## src/design/mvm_pkg.sv

```systemverilog
package mvm_pkg;

   localparam int MAX_LENGTH  = 32;
   localparam int COL_W       = $clog2(MAX_LENGTH);
   localparam int LEN_W       = 6;
   localparam int CMP_W       = (COL_W + 1 > LEN_W) ? COL_W + 1 : LEN_W;
   localparam int LEN_RESET   = 20;
   localparam int IDX_W       = 5;
   localparam int VAL_W       = 16;
   localparam int PROD_W      = 2 * VAL_W;
   localparam int ACC_W       = 40;
   localparam int ROW_W       = 10;
   localparam int QUEUE_DEPTH = 4;
   localparam int QPTR_W      = $clog2(QUEUE_DEPTH);
   localparam int QCNT_W      = QPTR_W + 1;

   localparam logic CMD_VECTOR_WRITE = 1'b0;
   localparam logic CMD_MATRIX_ELEM  = 1'b1;

   typedef struct packed {
      logic              cmd;
      logic [IDX_W-1:0]  vector_index;
      logic [VAL_W-1:0]  element_value;
   } req_type;

   typedef struct packed {
      logic [ACC_W-1:0]  dot_product;
      logic [ROW_W-1:0]  row_number;
   } rsp_type;

   // one multiply-accumulate job, handed from front to back
   typedef struct packed {
      logic [VAL_W-1:0]  matrix_value;
      logic [VAL_W-1:0]  vector_value;
      logic              last;
      logic [ROW_W-1:0]  row;
   } op_type;

   typedef struct packed {
      logic    valid;
      op_type  op;
   } push_type;

   typedef struct packed {
      logic [QCNT_W-1:0] count;
      logic              empty;
   } queue_status_type;

endpackage

```

## src/design/matrix_vector_multiply_core.sv

```systemverilog
// Matrix-vector multiply, c = A*b, in Q7.8 fixed point.
//
// Request channel (req_valid / req_stall / req_data): cmd 0 writes one vector
// element into the vector store; cmd 1 streams one matrix element, row-major.
// A request is taken on any edge where req_valid is high and req_stall low.
// Response channel (rsp_valid / rsp_stall / rsp_data): one response per
// finished row, carrying the 40-bit Q23.16 dot product (wraps) and the row
// number modulo 1024.
// csr_valid / csr_ready / csr_data writes vector_length; csr_ready is always
// high. Write it only while the block is idle.
//
// Throughput: one request per cycle while req_stall stays low. The front end
// reads the vector store and queues a multiply-accumulate op; the back end pops
// one op a cycle through the multiply stage and the accumulator while the
// queue holds an op and no stalled response holds the back end.
// Reset clears counters, accumulator and queue and sets vector_length to 20;
// the vector store holds garbage until written. When rsp_stall holds the
// response, the back end freezes, the 4-entry queue fills and req_stall rises.
module matrix_vector_multiply_core (
   input  logic                      clock,
   input  logic                      reset,
   input  logic                      req_valid,
   output logic                      req_stall,
   input  mvm_pkg::req_type          req_data,
   output logic                      rsp_valid,
   input  logic                      rsp_stall,
   output mvm_pkg::rsp_type          rsp_data,
   input  logic                      csr_valid,
   output logic                      csr_ready,
   input  logic [mvm_pkg::LEN_W-1:0] csr_data
);
   import mvm_pkg::*;

   push_type         push;
   op_type           head;
   queue_status_type q_status;
   logic             pop;

   // register writes are never held off
   assign csr_ready = 1'b1;

   // front: request intake, vector store, column and row tracking
   mvm_front u_front (
      .clock     (clock),
      .reset     (reset),
      .req_valid (req_valid),
      .req_stall (req_stall),
      .req_data  (req_data),
      .csr_valid (csr_valid && csr_ready),
      .csr_data  (csr_data),
      .q_status  (q_status),
      .push      (push)
   );

   // decouples intake from the MAC so each side stalls on its own
   mvm_queue u_queue (
      .clock  (clock),
      .reset  (reset),
      .push   (push),
      .pop    (pop),
      .head   (head),
      .status (q_status)
   );

   // back: multiply, accumulate, response register
   mvm_back u_back (
      .clock     (clock),
      .reset     (reset),
      .head      (head),
      .q_status  (q_status),
      .pop       (pop),
      .rsp_valid (rsp_valid),
      .rsp_stall (rsp_stall),
      .rsp_data  (rsp_data)
   );

endmodule

```

## src/design/mvm_front.sv

```systemverilog
module mvm_front (
   input  logic                     clock,
   input  logic                     reset,
   input  logic                     req_valid,
   output logic                     req_stall,
   input  mvm_pkg::req_type         req_data,
   input  logic                     csr_valid,
   input  logic [mvm_pkg::LEN_W-1:0] csr_data,
   input  mvm_pkg::queue_status_type q_status,
   output mvm_pkg::push_type        push
);
   import mvm_pkg::*;

   logic [VAL_W-1:0] vstore [MAX_LENGTH];

   logic [LEN_W-1:0] len_ff, len_in;
   logic [COL_W-1:0] col_ff, col_in;
   logic [ROW_W-1:0] row_ff, row_in;
   logic             s1_valid_ff, s1_valid_in;
   logic [VAL_W-1:0] s1_mat_ff;
   logic [VAL_W-1:0] s1_vec_ff;
   logic             s1_last_ff;
   logic [ROW_W-1:0] s1_row_ff;

   logic             accept;
   logic             mat_accept;
   logic             vec_write;
   logic [CMP_W-1:0] len_ext;
   logic [CMP_W-1:0] act_len;
   logic             row_end;

   // room for the staged op plus one more
   assign req_stall = (CMP_W'(q_status.count) + CMP_W'(s1_valid_ff)) >= CMP_W'(QUEUE_DEPTH);

   assign accept     = req_valid && !req_stall;
   assign mat_accept = accept && (req_data.cmd == CMD_MATRIX_ELEM);
   assign vec_write  = accept && (req_data.cmd == CMD_VECTOR_WRITE) &&
                       (CMP_W'(req_data.vector_index) < CMP_W'(MAX_LENGTH));

   // length 0 acts as 1, too large saturates
   always_comb begin
      len_ext = CMP_W'(len_ff);
      if (len_ext == '0) begin
         act_len = CMP_W'(1);
      end else if (len_ext > CMP_W'(MAX_LENGTH)) begin
         act_len = CMP_W'(MAX_LENGTH);
      end else begin
         act_len = len_ext;
      end
   end

   assign row_end = (CMP_W'(col_ff) + CMP_W'(1)) >= act_len;

   always_comb begin
      len_in      = csr_valid ? csr_data : len_ff;
      col_in      = col_ff;
      row_in      = row_ff;
      s1_valid_in = mat_accept;
      if (mat_accept) begin
         if (row_end) begin
            col_in = '0;
            row_in = row_ff + ROW_W'(1);
         end else begin
            col_in = col_ff + COL_W'(1);
         end
      end
   end

   always_ff @(posedge clock) begin
      if (reset) begin
         len_ff      <= LEN_W'(LEN_RESET);
         col_ff      <= '0;
         row_ff      <= '0;
         s1_valid_ff <= 1'b0;
      end else begin
         len_ff      <= len_in;
         col_ff      <= col_in;
         row_ff      <= row_in;
         s1_valid_ff <= s1_valid_in;
      end
   end

   always_ff @(posedge clock) begin
      if (vec_write) begin
         vstore[COL_W'(req_data.vector_index)] <= req_data.element_value;
      end
      if (mat_accept) begin
         s1_vec_ff  <= vstore[col_ff];
         s1_mat_ff  <= req_data.element_value;
         s1_last_ff <= row_end;
         s1_row_ff  <= row_ff;
      end
   end

   assign push.valid           = s1_valid_ff;
   assign push.op.matrix_value = s1_mat_ff;
   assign push.op.vector_value = s1_vec_ff;
   assign push.op.last         = s1_last_ff;
   assign push.op.row          = s1_row_ff;

endmodule

```

## src/design/mvm_queue.sv

```systemverilog
module mvm_queue (
   input  logic                      clock,
   input  logic                      reset,
   input  mvm_pkg::push_type         push,
   input  logic                      pop,
   output mvm_pkg::op_type           head,
   output mvm_pkg::queue_status_type status
);
   import mvm_pkg::*;

   op_type            slots [QUEUE_DEPTH];
   logic [QPTR_W-1:0] wr_ptr_ff, wr_ptr_in;
   logic [QPTR_W-1:0] rd_ptr_ff, rd_ptr_in;
   logic [QCNT_W-1:0] count_ff, count_in;

   always_comb begin
      wr_ptr_in = push.valid ? wr_ptr_ff + QPTR_W'(1) : wr_ptr_ff;
      rd_ptr_in = pop ? rd_ptr_ff + QPTR_W'(1) : rd_ptr_ff;
      count_in  = count_ff + QCNT_W'(push.valid) - QCNT_W'(pop);
   end

   always_ff @(posedge clock) begin
      if (reset) begin
         wr_ptr_ff <= '0;
         rd_ptr_ff <= '0;
         count_ff  <= '0;
      end else begin
         wr_ptr_ff <= wr_ptr_in;
         rd_ptr_ff <= rd_ptr_in;
         count_ff  <= count_in;
      end
   end

   always_ff @(posedge clock) begin
      if (push.valid) begin
         slots[wr_ptr_ff] <= push.op;
      end
   end

   assign head         = slots[rd_ptr_ff];
   assign status.count = count_ff;
   assign status.empty = (count_ff == '0);

endmodule

```

## src/design/mvm_back.sv

```systemverilog
module mvm_back (
   input  logic                      clock,
   input  logic                      reset,
   input  mvm_pkg::op_type           head,
   input  mvm_pkg::queue_status_type q_status,
   output logic                      pop,
   output logic                      rsp_valid,
   input  logic                      rsp_stall,
   output mvm_pkg::rsp_type          rsp_data
);
   import mvm_pkg::*;

   logic                     m_valid_ff, m_valid_in;
   logic signed [PROD_W-1:0] m_prod_ff;
   logic                     m_last_ff;
   logic [ROW_W-1:0]         m_row_ff;
   logic [ACC_W-1:0]         acc_ff, acc_in;
   logic                     out_valid_ff, out_valid_in;
   rsp_type                  out_data_ff;

   logic                     advance;
   logic [ACC_W-1:0]         acc_sum;

   // whole back end holds while a result sits stalled
   assign advance = !out_valid_ff || !rsp_stall;
   assign pop     = advance && !q_status.empty;

   // Q7.8 x Q7.8 is exact Q15.16; sign-extend into the wrapping accumulator
   assign acc_sum = acc_ff + ACC_W'(m_prod_ff);

   always_comb begin
      m_valid_in   = m_valid_ff;
      acc_in       = acc_ff;
      out_valid_in = out_valid_ff;
      if (advance) begin
         m_valid_in   = pop;
         out_valid_in = m_valid_ff && m_last_ff;
         if (m_valid_ff) begin
            acc_in = m_last_ff ? '0 : acc_sum;
         end
      end
   end

   always_ff @(posedge clock) begin
      if (reset) begin
         m_valid_ff   <= 1'b0;
         acc_ff       <= '0;
         out_valid_ff <= 1'b0;
      end else begin
         m_valid_ff   <= m_valid_in;
         acc_ff       <= acc_in;
         out_valid_ff <= out_valid_in;
      end
   end

   always_ff @(posedge clock) begin
      if (pop) begin
         m_prod_ff <= $signed(head.matrix_value) * $signed(head.vector_value);
         m_last_ff <= head.last;
         m_row_ff  <= head.row;
      end
      if (advance && m_valid_ff && m_last_ff) begin
         out_data_ff.dot_product <= acc_sum;
         out_data_ff.row_number  <= m_row_ff;
      end
   end

   assign rsp_valid = out_valid_ff;
   assign rsp_data  = out_data_ff;

endmodule

```

## config.mk

```make
export PLATFORM = sky130hd
export DESIGN_NAME = matrix_vector_multiply_core
export DESIGN_NICKNAME = d
export VERILOG_FILES = /design/src/design/mvm_pkg.sv /design/src/design/matrix_vector_multiply_core.sv /design/src/design/mvm_front.sv /design/src/design/mvm_queue.sv /design/src/design/mvm_back.sv
export SDC_FILE = /design/constraint.sdc
export NUM_CORES = 2
export LEC_CHECK = 0
export BUFFER_PORTS_ARGS = -buffer_cell sky130_fd_sc_hd__buf_2
export CAP_MARGIN = 20
export CORE_AREA = 2 2 389 391
export DETAILED_ROUTE_END_ITERATION = 12
export DIE_AREA = 0 0 391 393
export PLACE_DENSITY = 0.41
export SKIP_CTS_REPAIR_TIMING = 1
export SYNTH_ARGS = -nofsm -noshare
export SYNTH_HDL_FRONTEND = slang
export SYNTH_HIERARCHICAL = 1
export SYNTH_SLANG_ARGS = --single-unit
```

## constraint.sdc

```tcl
create_clock -name clock -period 19.3 [get_ports clock]
set_clock_uncertainty 0.2 [all_clocks]
set_input_delay 2.895 -clock clock [delete_from_list [all_inputs] [get_ports clock]]
set_output_delay 2.895 -clock clock [all_outputs]
set_load 0.01 [all_outputs]
```

Yosys cells after proc, flatten, opt, wreduce, memory -nomap -nowiden
Memories as Yosys holds them, arrays and structs flattened. A register that Yosys moved wholly into a read port is not among the register bits.
Index checks and enable logic that the tools add are counted.
- word-level logic and storage cells: 60
- memories kept: 2
- input port bits: 33
- flip-flop bits (word level): 191
- bits in read-only memories: 0
- RAM bits: 684
- bits in latches: 0
- output and inout bits: 53
- equality and inequality tests: 0
- $lt $le $gt $ge: 3
- mux-type cells: 10
- multipliers: 1
- bitwise operators: 1
- shift-type cells: 0
- reductions and logical operators: 16
- div/mod/pow operators: 0
- add/subtract/negate cells: 9
- memory list (memory ; words ; width ; read ports ; clocked after memory_dff ; wr ports ; RTL line ; RTL):
    u_front.vstore ; 32 ; 16 ; 1 ; 1 ; 1 ; mvm_front.sv:14 ; logic [VAL_W-1:0] vstore [MAX_LENGTH];
    u_queue.slots ; 4 ; 43 ; 1 ; 1 ; 1 ; mvm_queue.sv:11 ; op_type slots [QUEUE_DEPTH];
- operator list (kind ; count):
    $add 40x40->40 ; 1
    $mux 40 ; 1
    $mul 16x16->32 ; 1
    $mux 6 ; 2
    $add 10x1->10 const B ; 1
    $logic_and 1x1->1 ; 7
    $add 5x1->6 const B ; 1
    $ge 6x3->1 const B ; 1
    $ge 6x6->1 ; 1
    $gt 6x6->1 const B ; 1
    $logic_not 6->1 ; 1
    $add 5x1->5 const B ; 1
    $mux 5 ; 1
    $add 2x1->2 const B ; 2
    $add 3x1->4 ; 1
    $logic_not 1->1 ; 4
    $mux 1 ; 4
    $mux 2 ; 2
    $reduce_and 2->1 ; 2
    $add 3x1->3 ; 1
    $logic_not 3->1 ; 1
    $sub 3x1->3 ; 1
    $logic_or 1x1->1 ; 1
    $not 1->1 ; 1

Depth between registers and ports, before layout
- depth after elaboration: 7
- gate-level depth with buffers: 27
- gate-level depth less buffers: 24

Hierarchy
The synthesis kept the hierarchy.
- by module, submodules not included (module ; cells each ; sequential area each (µm²) ; instances ; area an instance (µm²)):
    mvm_front ; 1013 ; 17106.4 ; 1 ; 21739.6
    mvm_back ; 1612 ; 3633.5 ; 1 ; 16124.2
    mvm_queue ; 266 ; 5345.1 ; 1 ; 6692.7
    matrix_vector_multiply_core ; 2 ; 0.0 ; 1 ; 11.3

Worst setup path after synthesis
OpenSTA, ideal clock, no wires.
- path type: register -> register
- from: reg with a tool-made name
- to: reg u_back.m_prod_ff[31] (data pin)
- arrival: 6.887 ns
- clock period less this slack: 7.346 ns
- library setup time: 0.260 ns
- data required time: 18.840 ns
- cell stages (with the launch flop): 25
- path slack: 11.954 ns
- buffers on the path: 3
- path through: dfxtp_1 buf_6 buf_12 mux4_2 inv_1 clkbuf_1 nor2_1 fa_1 fa_1 fa_1 fa_1 fa_1 inv_1 fa_1 inv_1 ha_1 a21o_1 a21o_1 a221o_1 a2111oi_2 nor3_1 a211o_1 a31o_1 a21oi_2 xnor2_1
- RTL lines (item ; RTL line ; RTL):
    to (signal assigned) ; mvm_back.sv:58 ; m_prod_ff <= $signed(head.matrix_value) * $signed(head.vector_value);
    to (decl) ; mvm_back.sv:14 ; logic signed [PROD_W-1:0] m_prod_ff;

==> results.json <==
{
  "timing.rr.end": "u_back/m_prod_ff[31]",
  "fp.dieW_microns": 391,
  "dp_hpwl_mm": 77.40,
  "grt_use_total": 0.1479,
  "clk_transition_reported_paths_ps": 60,
  "antenna_found_initial": 4,
  "clock-root-buffer": "clkbuf_16",
  "post-synth-top-count-cell": "edfxtp_1",
  "first_global_vias": 25630,
  "drt-vias-per-instance": 4.706,
  "synth-edff-count": 820,
  "post_synth_most_frequent_cells": "edfxtp_1 (820), inv_1 (313), fa_1 (264)",
  "worstHoldEndpoint": "u_back/rsp_data[8]",
  "maxCapViolations": 0,
  "yosys_warnings": 6,
  "buffer_ports.inserted": 84,
  "rsz0062_at_grt": "no",
  "proportion_of_synthesized_flip_flops_having_asynchronous_set_or_reset": 0,
  "drt-wirelength-per-cell_microns": 22.43,
  "drt_iter0_drcs": 1383,
  "min_period_ps": 8557,
  "final-max-slew-violation-count": 0,
  "drc": 0,
  "area_taken_by_flip_flops_and_latches_sq_um": 26100,
  "finalSetupTns_ps": 0,
  "hold_path_startpoint": "u_back/m_row_ff[8]",
  "num-fill-cells": 14430,
  "setup_viol_count_final": 0,
  "clock_tree.htree_level_count": 3,
  "ioPinCount": 86,
  "post_synth_net_total": 3325,
  "detailroute.wirelength.met3_mm": 3.806,
  "synth.top_cells.by_area": "edfxtp_1 (55%), fa_1 (12%), mux4_2 (8.5%), ha_1 (3.8%), dfxtp_1 (3.3%)",
  "synth.distinct_cells": 79,
  "final_antenna_net_count": 0,
  "min_period_over_period": 0.4434,
  "yosys.area.top_type": "edfxtp_1",
  "grt_pass1_wl_mm": 168.9,
  "detailedRoute.firstPassIterationCount": 6,
  "setup.worst_path.start_class": "register",
  "final_gp_congestion": 0.8071,
  "tritoncts": "yes",
  "drive_gt1_frac": 0.1553,
  "chipHeight_microns": 393,
  "holdCritPathClass": "register to register",
  "kind_of_end_point_of_the_critical_path": "register",
  "core_region_area_sq_um": 149200,
  "transition_time_at_the_pin_with_the_least_slew_margin_ps": 1021,
  "antenna_diode_count": 0,
  "design.final.nets": 3436,
  "yosys.area.top_type_share": 0.5525,
  "synthFlopType": "edfxtp_1",
  "die-area_sq_um": 153700,
  "rr_worst_depth": 22,
  "worst-endpoint-arrival_ps": 8800,
  "area_growth_syn_to_layout_pct": 13.32,
  "cts_inserted_buffers": 97,
  "timing.slew.headroom": 0.3183,
  "max-clock-path-buffers": 3,
  "hold_violations": 0,
  "grt_max_degree": 88,
  "postSynthRegisterBits": 893,
  "timing.setup.critical_path_class": "register to register",
  "initial_core_util": 0.2986,
  "worst_hold_path.num_cells": 0,
  "post_synth.cell_area_avg_sq_um": 15.41,
  "worst_skew_pair.late_latency_ps": 710,
  "routed_wire_length_mm": 112.8,
  "ff2ff_setup_slack_ps": 10740,
  "number_of_placement_rows": 142,
  "dr_wl_met2_mm": 57.32,
  "route.vias.total": 23660,
  "total_area_of_multi_input_combinational_cells_sq_um": 16730,
  "sequential_fraction_of_the_synthesis_area": 0.5853,
  "required_ps": 19550,
  "highest_clock_rate_ghz": 0.1169,
  "highest-signal-layer": "met5",
  "worst-path-max-fanout": 32,
  "wl_met1_mm": 49.41,
  "grt_overflow_total": 0,
  "syn_area_sq_um": 44570,
  "syn-instance-count": 2893,
  "cts_sink_count": 893,
  "run_status": "completed"
}
## worst max-delay path by stage
stage                     startpoint                   end  slack [ps]  cells past startpoint
after detailed placement    register  u_back/m_prod_ff[31]       10570                     24
after global placement      register  u_back/m_prod_ff[31]       10660                     24
final                       register  u_back/m_prod_ff[31]       10740                     22
after global routing        register  u_back/m_prod_ff[31]       10170                     24
after CTS                   register  u_back/m_prod_ff[31]       10550                     22
after floorplan             register  u_back/m_prod_ff[31]       11950                     24
## metrics by stage
| step | area [sq um] | std cells | hold slack, ps | util | setup WS, ps |
|---|---|---|---|---|---|
| 3_5_place_dp | 47230 | 4848 | 208.8 | 0.3164 | 10570 |
| 6_report | 50510 | 5028 | 216.9 | 0.3384 | 10740 |
| 4_1_cts | 50490 | 5027 | 209.0 | 0.3383 | 10550 |
| 2_1_floorplan | 44570 | 2893 | 200.3 | - | 11950 |
| 5_1_grt | 50510 | 5028 | 222.4 | 0.3384 | 10170 |
| 3_3_place_gp | 47220 | 4847 | 204.9 | 0.3164 | 10660 |
## state kept, by name, indices dropped and copies added, names as in the netlist, named ones only
signal / count
u_back/m_valid_ff: 1
u_back/m_last_ff: 1
u_front/s1_mat_ff: 16
u_queue/rd_ptr_ff: 2
u_back/rsp_valid: 1
u_front/s1_vec_ff: 16
u_front/len_ext: 6
u_front/row_ff: 10
u_front/col_ff: 5
u_front/s1_row_ff: 10
u_back/acc_ff: 40
u_queue/wr_ptr_ff: 2
u_back/m_prod_ff: 32
u_front/vstore: 512
u_back/rsp_data: 50
u_front/s1_valid_ff: 1
u_queue/slots: 172
u_back/m_row_ff: 10
u_queue/count_ff: 3
u_front/s1_last_ff: 1
## area by class of cell
type	instances	area share
sequential	893	0.5167
inverter	314	0.02334
clock inverter	63	0.01382
timing repair buffer	133	0.01610
clock buffer	116	0.05071
multi-input combinational	1565	0.3312
tap	1944	0.04816
## logic make-up (layout without fill, tap and decap cells)
logic type | after synthesis | after routing | share of synthesized area
AOI/OAI and AO/OA | 327 | 327 | 0.04910
xor gates and xnor gates | 82 | 82 | 0.01645
adders and majority gates | 399 | 399 | 0.1565
buffers and inverters | 435 | 626 | 0.03992
DFF | 893 | 893 | 0.5853
muxes | 179 | 179 | 0.08852
other | 1 | 1 | 0.00008414
and+or+nand+nor | 577 | 577 | 0.06415
## worst max-delay path, cell delays in order, from the launching register on
cell	delay [ps]
dfxtp_2	590
buf_4	590
mux4_2	650
inv_1	450
nor2_1	140
fa_1	520
fa_1	440
fa_1	560
fa_1	520
fa_1	540
inv_1	50
fa_1	530
inv_1	40
ha_1	380
a21o_1	190
a21o_1	170
a221o_1	320
a2111oi_2	380
nor3_1	210
a211o_1	320
a31o_1	220
a21oi_2	140
xnor2_1	70
## cells in the final DEF (no fill, tap or decap), types with 9 or more instances in the layout
| cell | instances |
|---|---|
| a22oi_1 | 27 |
| edfxtp_1 | 820 |
| nand2_1 | 179 |
| a21o_1 | 31 |
| buf_4 | 47 |
| nor2_1 | 123 |
| xor2_1 | 27 |
| clkinv_1 | 22 |
| nor4_1 | 21 |
| nand3_1 | 30 |
| nor2b_1 | 13 |
| clkbuf_16 | 99 |
| o21ai_0 | 33 |
| clkinv_2 | 19 |
| bufinv_16 | 11 |
| nor3_1 | 9 |
| ha_1 | 135 |
| and2_1 | 126 |
| xnor2_1 | 54 |
| o21bai_1 | 13 |
| inv_1 | 312 |
| mux4_2 | 168 |
| dfxtp_1 | 69 |
| o21a_1 | 9 |
| buf_2 | 84 |
| fa_1 | 264 |
| nand2b_1 | 16 |
| nand3b_1 | 9 |
| clkbuf_1 | 15 |
| o22ai_1 | 67 |
| a21oi_1 | 70 |
## layer usage
layer,GRT usage,up-vias
met1,0.1908,12390
met4,0.03398,4
met5,0,-
met3,0.02371,131
li1,-,10760
met2,0.2603,376
Power is left out: the tool's default activity adds up to more than one toggle a clock period on the data nets, which glitch-free logic cannot reach.
